$ cat src/dlefr_pkg.sv
package dlefr_pkg;

   localparam int BYTE_W     = 8;
   localparam int SUM_W      = 16;
   localparam int STATUS_W   = 3;
   localparam int CSR_ADDR_W = 3;
   localparam int CSR_DATA_W = 32;

   // output queue depth, power of two, at least 2
   localparam int RSP_FIFO_DEPTH = 4;

   localparam logic [BYTE_W-1:0] MAX_LEN_RESET = 8'd30;
   localparam logic [BYTE_W-1:0] MIN_LEN       = 8'd2;

   localparam logic CSR_IDX_MAX_FRAME_LEN = 1'b0;

   localparam logic REQ_TIMEOUT = 1'b1;

   localparam logic [BYTE_W-1:0] DLE = 8'h10;
   localparam logic [BYTE_W-1:0] STX = 8'h02;
   localparam logic [BYTE_W-1:0] ETX = 8'h03;

   localparam logic [STATUS_W-1:0] ST_IN_PROGRESS = 3'd0;
   localparam logic [STATUS_W-1:0] ST_GOOD        = 3'd1;
   localparam logic [STATUS_W-1:0] ST_BAD         = 3'd2;
   localparam logic [STATUS_W-1:0] ST_OVERFLOW    = 3'd3;
   localparam logic [STATUS_W-1:0] ST_TIMEOUT     = 3'd4;

   typedef struct packed {
      logic                byte_valid;
      logic [BYTE_W-1:0]   out_byte;
      logic                frame_last;
      logic [STATUS_W-1:0] frame_status;
      logic [SUM_W-1:0]    sum_value;
   } res_type;

   // up to two results per request
   typedef struct packed {
      logic [1:0] num;
      res_type    r0;
      res_type    r1;
   } push_type;

endpackage

$ cat src/dlefr_req_if.sv
interface dlefr_req_if import dlefr_pkg::*; ();
   logic              valid;
   logic              ready;
   logic              req_type;
   logic [BYTE_W-1:0] rx_byte;

   modport source (output valid, output req_type, output rx_byte, input ready);
   modport sink   (input valid, input req_type, input rx_byte, output ready);
endinterface

$ cat src/dlefr_rsp_if.sv
interface dlefr_rsp_if import dlefr_pkg::*; ();
   logic                valid;
   logic                ready;
   logic                byte_valid;
   logic [BYTE_W-1:0]   out_byte;
   logic                frame_last;
   logic [STATUS_W-1:0] frame_status;
   logic [SUM_W-1:0]    sum_value;

   modport source (output valid, output byte_valid, output out_byte, output frame_last,
                   output frame_status, output sum_value, input ready);
   modport sink   (input valid, input byte_valid, input out_byte, input frame_last,
                   input frame_status, input sum_value, output ready);
endinterface

$ cat src/dlefr_csr.sv
module dlefr_csr import dlefr_pkg::*; (
   input  logic                  clock,
   input  logic                  reset,
   input  logic                  psel,
   input  logic                  penable,
   input  logic                  pwrite,
   input  logic [CSR_ADDR_W-1:0] paddr,
   input  logic [CSR_DATA_W-1:0] pwdata,
   output logic [CSR_DATA_W-1:0] prdata,
   output logic                  pready,
   output logic [BYTE_W-1:0]     max_len
);

   logic [BYTE_W-1:0] max_len_ff;
   logic [BYTE_W-1:0] max_len_in;
   logic              hit;

   assign hit    = (paddr[CSR_ADDR_W-1:2] == CSR_IDX_MAX_FRAME_LEN);
   assign pready = 1'b1;

   always_comb begin
      max_len_in = max_len_ff;
      if (psel && penable && pwrite && hit) begin
         max_len_in = pwdata[BYTE_W-1:0];
      end
   end

   always_ff @(posedge clock) begin
      if (reset) begin
         max_len_ff <= MAX_LEN_RESET;
      end else begin
         max_len_ff <= max_len_in;
      end
   end

   assign prdata  = hit ? {{(CSR_DATA_W-BYTE_W){1'b0}}, max_len_ff} : '0;
   assign max_len = max_len_ff;

endmodule

$ cat src/dlefr_core.sv
module dlefr_core import dlefr_pkg::*; (
   input  logic              clock,
   input  logic              reset,
   input  logic              accept,
   input  logic              req_type,
   input  logic [BYTE_W-1:0] rx_byte,
   input  logic [BYTE_W-1:0] max_len,
   output push_type          push
);

   localparam logic [1:0] PH_HUNT    = 2'd0;
   localparam logic [1:0] PH_GOT10   = 2'd1;
   localparam logic [1:0] PH_PAYLOAD = 2'd2;
   localparam logic [1:0] PH_ESC     = 2'd3;

   logic [1:0]        phase_ff, phase_in;
   logic [BYTE_W-1:0] count_ff, count_in;
   logic [SUM_W-1:0]  sum_ff, sum_in;
   logic [BYTE_W-1:0] r0_ff, r0_in, r1_ff, r1_in, r2_ff, r2_in;

   logic [BYTE_W-1:0] lim;
   logic [BYTE_W-1:0] stored_count;
   logic [SUM_W-1:0]  stored_sum;
   logic              clear_frame;

   assign lim          = (max_len < MIN_LEN) ? MIN_LEN : max_len;
   assign stored_count = count_ff + 8'd1;
   assign stored_sum   = sum_ff + {{(SUM_W-BYTE_W){1'b0}}, r2_ff};

   always_comb begin
      phase_in    = phase_ff;
      count_in    = count_ff;
      sum_in      = sum_ff;
      r0_in       = r0_ff;
      r1_in       = r1_ff;
      r2_in       = r2_ff;
      clear_frame = 1'b0;
      push        = '0;

      if (accept) begin
         if (req_type == REQ_TIMEOUT) begin
            push.num             = 2'd1;
            push.r0.frame_last   = 1'b1;
            push.r0.frame_status = ST_TIMEOUT;
            clear_frame          = 1'b1;
         end else begin
            unique case (phase_ff)
               PH_HUNT: begin
                  if (rx_byte == DLE) begin
                     phase_in = PH_GOT10;
                     count_in = 8'd1;
                  end
               end
               PH_GOT10: begin
                  if (rx_byte == STX) begin
                     // restart the frame with both opening bytes stored
                     push.num           = 2'd2;
                     push.r0.byte_valid = 1'b1;
                     push.r0.out_byte   = DLE;
                     push.r1.byte_valid = 1'b1;
                     push.r1.out_byte   = STX;
                     sum_in             = '0;
                     r2_in              = '0;
                     r1_in              = DLE;
                     r0_in              = STX;
                     count_in           = MIN_LEN;
                     if (MIN_LEN >= lim) begin
                        push.r1.frame_last   = 1'b1;
                        push.r1.frame_status = ST_OVERFLOW;
                        clear_frame          = 1'b1;
                     end else begin
                        phase_in = PH_PAYLOAD;
                     end
                  end else if (rx_byte != DLE) begin
                     clear_frame = 1'b1;
                  end
               end
               PH_PAYLOAD: begin
                  push.num           = 2'd1;
                  push.r0.byte_valid = 1'b1;
                  push.r0.out_byte   = rx_byte;
                  sum_in             = stored_sum;
                  r2_in              = r1_ff;
                  r1_in              = r0_ff;
                  r0_in              = rx_byte;
                  count_in           = stored_count;
                  if (stored_count >= lim) begin
                     push.r0.frame_last   = 1'b1;
                     push.r0.frame_status = ST_OVERFLOW;
                     clear_frame          = 1'b1;
                  end else if (rx_byte == DLE) begin
                     phase_in = PH_ESC;
                  end
               end
               PH_ESC: begin
                  if (rx_byte == ETX) begin
                     push.num             = 2'd1;
                     push.r0.byte_valid   = 1'b1;
                     push.r0.out_byte     = ETX;
                     push.r0.frame_last   = 1'b1;
                     push.r0.frame_status = (sum_ff == {r2_ff, r1_ff}) ? ST_GOOD : ST_BAD;
                     push.r0.sum_value    = sum_ff;
                     clear_frame          = 1'b1;
                  end else begin
                     // drop the stuffing byte
                     phase_in = PH_PAYLOAD;
                  end
               end
            endcase
         end
      end

      if (clear_frame) begin
         phase_in = PH_HUNT;
         count_in = '0;
         sum_in   = '0;
         r0_in    = '0;
         r1_in    = '0;
         r2_in    = '0;
      end
   end

   always_ff @(posedge clock) begin
      if (reset) begin
         phase_ff <= PH_HUNT;
         count_ff <= '0;
         sum_ff   <= '0;
         r0_ff    <= '0;
         r1_ff    <= '0;
         r2_ff    <= '0;
      end else begin
         phase_ff <= phase_in;
         count_ff <= count_in;
         sum_ff   <= sum_in;
         r0_ff    <= r0_in;
         r1_ff    <= r1_in;
         r2_ff    <= r2_in;
      end
   end

endmodule

$ cat src/dlefr_rsp_fifo.sv
module dlefr_rsp_fifo import dlefr_pkg::*; #(
   parameter int DEPTH = RSP_FIFO_DEPTH
) (
   input  logic     clock,
   input  logic     reset,
   input  push_type push,
   input  logic     pop,
   output logic     head_valid,
   output res_type  head,
   output logic     room
);

   localparam int PTR_W = $clog2(DEPTH);
   localparam int CNT_W = $clog2(DEPTH + 1);

   res_type            mem_ff [DEPTH];
   logic [PTR_W-1:0]   wr_ptr_ff, wr_ptr_in;
   logic [PTR_W-1:0]   rd_ptr_ff, rd_ptr_in;
   logic [CNT_W-1:0]   count_ff, count_in;
   logic [PTR_W-1:0]   wr_ptr_next;

   assign wr_ptr_next = wr_ptr_ff + PTR_W'(1);
   assign head_valid  = (count_ff != '0);
   assign head        = mem_ff[rd_ptr_ff];
   // a request may push two results
   assign room        = (count_ff <= CNT_W'(DEPTH - 2));

   always_comb begin
      wr_ptr_in = wr_ptr_ff + PTR_W'(push.num);
      rd_ptr_in = rd_ptr_ff + PTR_W'(pop);
      count_in  = count_ff + CNT_W'(push.num) - CNT_W'(pop);
   end

   always_ff @(posedge clock) begin
      if (push.num != 2'd0) begin
         mem_ff[wr_ptr_ff] <= push.r0;
      end
      if (push.num == 2'd2) begin
         mem_ff[wr_ptr_next] <= push.r1;
      end
   end

   always_ff @(posedge clock) begin
      if (reset) begin
         wr_ptr_ff <= '0;
         rd_ptr_ff <= '0;
         count_ff  <= '0;
      end else begin
         wr_ptr_ff <= wr_ptr_in;
         rd_ptr_ff <= rd_ptr_in;
         count_ff  <= count_in;
      end
   end

endmodule

$ cat src/dle_frame_receiver_with_checksum_unit.sv
// Results of a request are written into the output queue when it is accepted.
// Throughput: one request per cycle while ready is high; the frame decode is a
// single compare/add step. An opening 0x02 pushes two results; ready drops while
// the output queue has fewer than two free slots.
// Reset (synchronous, active high) clears the frame state and the output queue,
// and sets max_frame_len to 30.
module dle_frame_receiver_with_checksum_unit import dlefr_pkg::*; #(
   parameter int RSP_DEPTH = RSP_FIFO_DEPTH
) (
   input  logic                  clock,
   input  logic                  reset,
   dlefr_req_if.sink             req,
   dlefr_rsp_if.source           rsp,
   input  logic                  csr_psel,
   input  logic                  csr_penable,
   input  logic                  csr_pwrite,
   input  logic [CSR_ADDR_W-1:0] csr_paddr,
   input  logic [CSR_DATA_W-1:0] csr_pwdata,
   output logic [CSR_DATA_W-1:0] csr_prdata,
   output logic                  csr_pready
);

   logic [BYTE_W-1:0] max_len;
   logic              accept;
   logic              room;
   push_type          push;
   res_type           head;

   assign req.ready = room;
   assign accept    = req.valid && room;

   dlefr_csr u_csr (
      .clock   (clock),
      .reset   (reset),
      .psel    (csr_psel),
      .penable (csr_penable),
      .pwrite  (csr_pwrite),
      .paddr   (csr_paddr),
      .pwdata  (csr_pwdata),
      .prdata  (csr_prdata),
      .pready  (csr_pready),
      .max_len (max_len)
   );

   dlefr_core u_core (
      .clock    (clock),
      .reset    (reset),
      .accept   (accept),
      .req_type (req.req_type),
      .rx_byte  (req.rx_byte),
      .max_len  (max_len),
      .push     (push)
   );

   dlefr_rsp_fifo #(
      .DEPTH (RSP_DEPTH)
   ) u_rsp_fifo (
      .clock      (clock),
      .reset      (reset),
      .push       (push),
      .pop        (rsp.valid && rsp.ready),
      .head_valid (rsp.valid),
      .head       (head),
      .room       (room)
   );

   assign rsp.byte_valid   = head.byte_valid;
   assign rsp.out_byte     = head.out_byte;
   assign rsp.frame_last   = head.frame_last;
   assign rsp.frame_status = head.frame_status;
   assign rsp.sum_value    = head.sum_value;

endmodule

$ cat src/flat_wrapper.sv
// flat-port wrapper written by rule: the top's interface ports become plain ports
module dle_frame_receiver_with_checksum_unit_flat import dlefr_pkg::*;
#(
   parameter int RSP_DEPTH = RSP_FIFO_DEPTH
)
  (clock, reset, csr_psel, csr_penable, csr_pwrite, csr_paddr, csr_pwdata, csr_prdata, csr_pready, req_valid, req_req_type, req_rx_byte, req_ready, rsp_valid, rsp_byte_valid, rsp_out_byte, rsp_frame_last, rsp_frame_status, rsp_sum_value, rsp_ready);
  dlefr_req_if req_i ();
  dlefr_rsp_if rsp_i ();
  input  logic clock;
  input  logic reset;
  input  logic csr_psel;
  input  logic csr_penable;
  input  logic csr_pwrite;
  input  logic [CSR_ADDR_W-1:0] csr_paddr;
  input  logic [CSR_DATA_W-1:0] csr_pwdata;
  output logic [CSR_DATA_W-1:0] csr_prdata;
  output logic csr_pready;
  input wire logic [$bits(req_i.valid)-1:0] req_valid;
  input wire logic [$bits(req_i.req_type)-1:0] req_req_type;
  input wire logic [$bits(req_i.rx_byte)-1:0] req_rx_byte;
  output wire logic [$bits(req_i.ready)-1:0] req_ready;
  output wire logic [$bits(rsp_i.valid)-1:0] rsp_valid;
  output wire logic [$bits(rsp_i.byte_valid)-1:0] rsp_byte_valid;
  output wire logic [$bits(rsp_i.out_byte)-1:0] rsp_out_byte;
  output wire logic [$bits(rsp_i.frame_last)-1:0] rsp_frame_last;
  output wire logic [$bits(rsp_i.frame_status)-1:0] rsp_frame_status;
  output wire logic [$bits(rsp_i.sum_value)-1:0] rsp_sum_value;
  input wire logic [$bits(rsp_i.ready)-1:0] rsp_ready;
  assign req_i.valid = req_valid;
  assign req_i.req_type = req_req_type;
  assign req_i.rx_byte = req_rx_byte;
  assign req_ready = req_i.ready;
  assign rsp_valid = rsp_i.valid;
  assign rsp_byte_valid = rsp_i.byte_valid;
  assign rsp_out_byte = rsp_i.out_byte;
  assign rsp_frame_last = rsp_i.frame_last;
  assign rsp_frame_status = rsp_i.frame_status;
  assign rsp_sum_value = rsp_i.sum_value;
  assign rsp_i.ready = rsp_ready;
  dle_frame_receiver_with_checksum_unit #(.RSP_DEPTH(RSP_DEPTH)) u_core (.clock(clock), .reset(reset), .req(req_i), .rsp(rsp_i), .csr_psel(csr_psel), .csr_penable(csr_penable), .csr_pwrite(csr_pwrite), .csr_paddr(csr_paddr), .csr_pwdata(csr_pwdata), .csr_prdata(csr_prdata), .csr_pready(csr_pready));
endmodule
$ cat config.mk
export PLATFORM = sky130hd
export DESIGN_NAME = dle_frame_receiver_with_checksum_unit_flat
export DESIGN_NICKNAME = d
export VERILOG_FILES = /design/src/dlefr_pkg.sv /design/src/dlefr_req_if.sv /design/src/dlefr_rsp_if.sv /design/src/dlefr_csr.sv /design/src/dlefr_core.sv /design/src/dlefr_rsp_fifo.sv /design/src/dle_frame_receiver_with_checksum_unit.sv /design/src/flat_wrapper.sv
export SDC_FILE = /design/constraint.sdc
export NUM_CORES = 1
export LEC_CHECK = 0
export BUFFER_PORTS_ARGS = -buffer_cell sky130_fd_sc_hd__buf_4
export CORE_UTILIZATION = 55
export DETAILED_ROUTE_END_ITERATION = 10
export PLACE_DENSITY = 0.85
export SYNTH_ARGS = -nofsm -noshare
export SYNTH_HDL_FRONTEND = slang
export SYNTH_SLANG_ARGS = --single-unit
$ cat constraint.sdc
create_clock -name clock -period 4.2 [get_ports clock]
set_input_delay 0.42 -clock clock [delete_from_list [all_inputs] [get_ports clock]]
set_output_delay 0.42 -clock clock [all_outputs]
set_load 0.02 [all_outputs]
==> summary.md <==
| Metric | Value |
|---|---|
| WP data arrival | `around 3.7 ns` |
| Cell Rows | `46` |
| RSZ-0062 raised after global routing | `false` |
| Maximum clock frequency | `298 MHz` |
| Pwr/cell area | `401 nW/um2` |
| Die X | `129 um` |
| Final ANT Viol Nets | `0` |
| EDFF count, synth | `20` |
| Post-CTS Setup Bufs | `0` |
| CTS HTree Levels | `4` |
| IO Pins | `115` |
| P_leak | `3.71 nW` |
| Worst flop-to-flop path endpoint | `u_core.u_core.sum_ff[0]` |
| Final setup vio count | `0` |
| Min-delay worst type | `in2reg` |
| Post-cts repair resize count | `0` |
| Root Buffer | `clkbuf_16` |
| Gpl congestion | `0.875` |
| RR Startpoint | `u_core.u_core.count_ff[0]` |
| MaxCap Viol Count | `0` |
| Synthesized instance count | `1000` |
| Post-synth cell types | `63` |
| PortBufs | `63` |
| Layout cells sized above 1 | `15.1%` |
| Synth warn | `0` |
| Crit path time final | `3.36 ns` |
| Mean area per synthesized cell | `8.92 um2` |
| Starting density of the core | `a little under three fifths` |
| Slew @ Worst Pin | `1.18 ns` |
| Final Core Density | `between 60% and 70%` |
| Number of global-route vias before repair | `7148` |
| CP max FO | `33` |
| Max-slew headroom | `20.9%` |
| Fin Setup TNS | `0 ns` |
| Peak supply drop | `0.000312 V` |
| Global-route wire length before repair | `~35000 um` |
| Sink of the worst hold path | `u_core.u_csr.max_len[4]` |
| FILL cells | `roughly 1300` |
| CTS tree | `done` |
| Pin count of the biggest net entering global routing | `65` |
| Vias | `7393` |
| Placed Cells | `1227` |
| Cts bufs inserted | `17` |
| Combined area of the multi-input logic cells | `between 4000 and 5000 um2` |
| Register area | `3820 um2` |
| Gr ovfl total | `0` |
| Maximum clock insertion buffer count | `2` |
| FF+latch count, synth | `181` |
| Initial antenna violation count | `0` |
| Die height | `129 um` |
| Nets | `1110` |
| WP data required | `4.57 ns` |
| Core area | `15800 um2` |
| Layout area overhead | `12.8%` |
| Clock sinks | `181` |
| CP Capture Type | `flop` |
| Power Total | `4.03 mW` |
| Final Non-Filler Cells | `1259` |
| Crit Path Class | `reg2reg` |
| Final hold slack | `roughly 0.17 ns` |
| Sequential share of the synthesized area | `a little over two fifths` |
| Worst skew pair latency | `0.44 ns` |
| Number of diodes | `0` |
| Drt via density | `between 5 and 6` |
| Hold path cells | `2` |
| R2R cell count | `12` |
| Post-synth design cell area | `8920 um2` |
| Die Area | `16700 um2` |
| Drt drc | `0` |
| Ys async rst share | `0%` |
| GRT Total Usage | `26.9%` |
| Routed Wire Length | `21200 um` |
| Cts hold-fix bufs | `0` |
| Outcome | `completed` |
| Hold_sp | `csr_pwdata[4]` |
| Final hold violation count | `0` |
| Final Cycle Share | `roughly 80%` |
| Half-perimeter wire length after placement | `13900 um` |
| Reg clk slew, reported paths | `0.07 ns` |
| First DRT Iteration DRCs | `772` |
| Clock skew | `approximately 0.0094 ns` |
| Fin. max-slew vios | `0` |
| Startpoint Class | `flop` |
| Wirelength per Cell | `~17 um` |
| Router iterations before antenna repair | `6` |
| Top_reg_cell synth | `dfxtp_1` |
| Crit path from | `u_core.u_core.count_ff[0]` |
| Reg2reg setup slack | `0.84 ns` |
-- final cells by class --
cell class	instances	share of cell area, %
Timing Repair Buffer	83	6.32
Multi-Input combinational cell	722	46.0
Tap cell	216	2.69
Sequential cell	181	38.0
Clock inverter	14	1.77
Clock buffer	18	4.27
Inverter	25	0.958
-- cell families (layout without fill, tap and decap cells) --
kind of cell	count (synthesis)	in the layout	share of synthesized area, %
compound gates	226	226	15.6
xor+xnor	39	39	3.83
fa+ha+maj	29	29	4.24
buf+inv	120	140	6.64
flops	181	181	42.9
mux	29	29	7.32
other cells	2	25	0.0842
simple gates	374	374	19.4
-- worst max-delay path: stages (launching register included) --
cell and delay (ns):
dfxtp_1 0.41, ha_1 0.27, nand3_1 0.19, nor2_1 0.17, xor2_1 0.20, ha_1 0.27, and3_1 0.16, a221oi_1 0.29
o22ai_1 0.25, o311ai_0 0.50, nand2_1 0.14, buf_4 0.27, a21oi_1 0.16
-- synthesized netlist by cell type (9+ instances only) --
cell,n,share of area (%)
nand2_1,174,7.3
dfxtp_1,161,36
nand3_1,90,5.1
o21ai_0,79,4.4
a21oi_1,57,3.2
clkbuf_1,52,2.2
nor2_1,46,1.9
xnor2_1,33,3.2
mux4_2,29,7.3
buf_4,28,2.4
ha_1,27,3.8
inv_1,24,1.0
o21ai_1,22,1.2
edfxtp_1,20,6.7
a32o_1,16,1.8
nor3_1,9,0.51
-- metrics by stage --
step                area (um2)  worst slack (ns)
global route             10100             0.515
finish                   10100             0.842
detailed placement        9450             0.734
floorplan                 9000              1.08
global placement          9450             0.775
CTS                      10100             0.882
-- routing by layer --
layer | part of all wire (%) | up-vias | wire (um) | track usage (%)
li1 | - | 3569 | - | -
met1 | 43 | 3553 | 9210 | 34.4
met2 | 48 | 241 | 10300 | 44.9
met3 | 6.6 | 30 | 1390 | 5.53
met4 | 1.6 | 0 | 338 | 9.97
met5 | 0 | - | 0 | 0
-- registers in the layout, indices dropped and copies added, names as in the netlist --
name / flops
u_core.u_rsp_fifo.count_ff: 3
u_core.u_core.phase_ff: 2
u_core.u_csr.max_len: 8
u_core.u_rsp_fifo.rd_ptr_ff: 2
u_core.u_rsp_fifo.mem_ff: 116
u_core.u_rsp_fifo.wr_ptr_ff: 2
u_core.u_core.r0_ff: 8
u_core.u_core.r1_ff: 8
u_core.u_core.sum_ff: 16
u_core.u_core.count_ff: 8
u_core.u_core.r2_ff: 8
-- power breakdown --
group | total (mW) | switching [mW] | leakage (nW) | internal, mW
clock | 1.65 | 0.747 | 0.299 | 0.907
sequential | 1.86 | 0.0796 | 1.48 | 1.78
combinational | 0.513 | 0.280 | 1.94 | 0.233
total | 4.03 | 1.11 | 3.71 | 2.92
-- worst max path at each step --
stage,cells after the start,end,slack [ns]
after CTS,12,u_core.u_core.sum_ff[0],0.88
after global placement,10,u_core.u_rsp_fifo.count_ff[2],0.78
after floorplan,10,u_core.u_rsp_fifo.count_ff[2],1.08
after global routing,12,u_core.u_core.r1_ff[1],0.51
final,12,u_core.u_core.sum_ff[0],0.84
after detailed placement,10,u_core.u_rsp_fifo.count_ff[2],0.73
-- cell usage in the layout, fill, tap and decap left out, drive strengths merged, types with 3 or more instances in the layout --
cell     instances
nand2          174
dfxtp          161
o21ai          101
nand3           90
buf             83
a21oi           58
nor2            46
inv             35
xnor2           33
mux4            29
ha              27
conb            25
edfxtp          20
clkbuf          18
a32o            16
nor3             9
nor2b            8
and3             8
nand4            8
a22o             7
nor4             7
xor2             6
a211oi           6
a21o             6
nor3b            5
or3              4
o2111ai          3
a21boi           3
o21a             3
o22ai            3
nand4b           3
a211o            3
No activity file was read; power rests on OpenSTA's default activity.
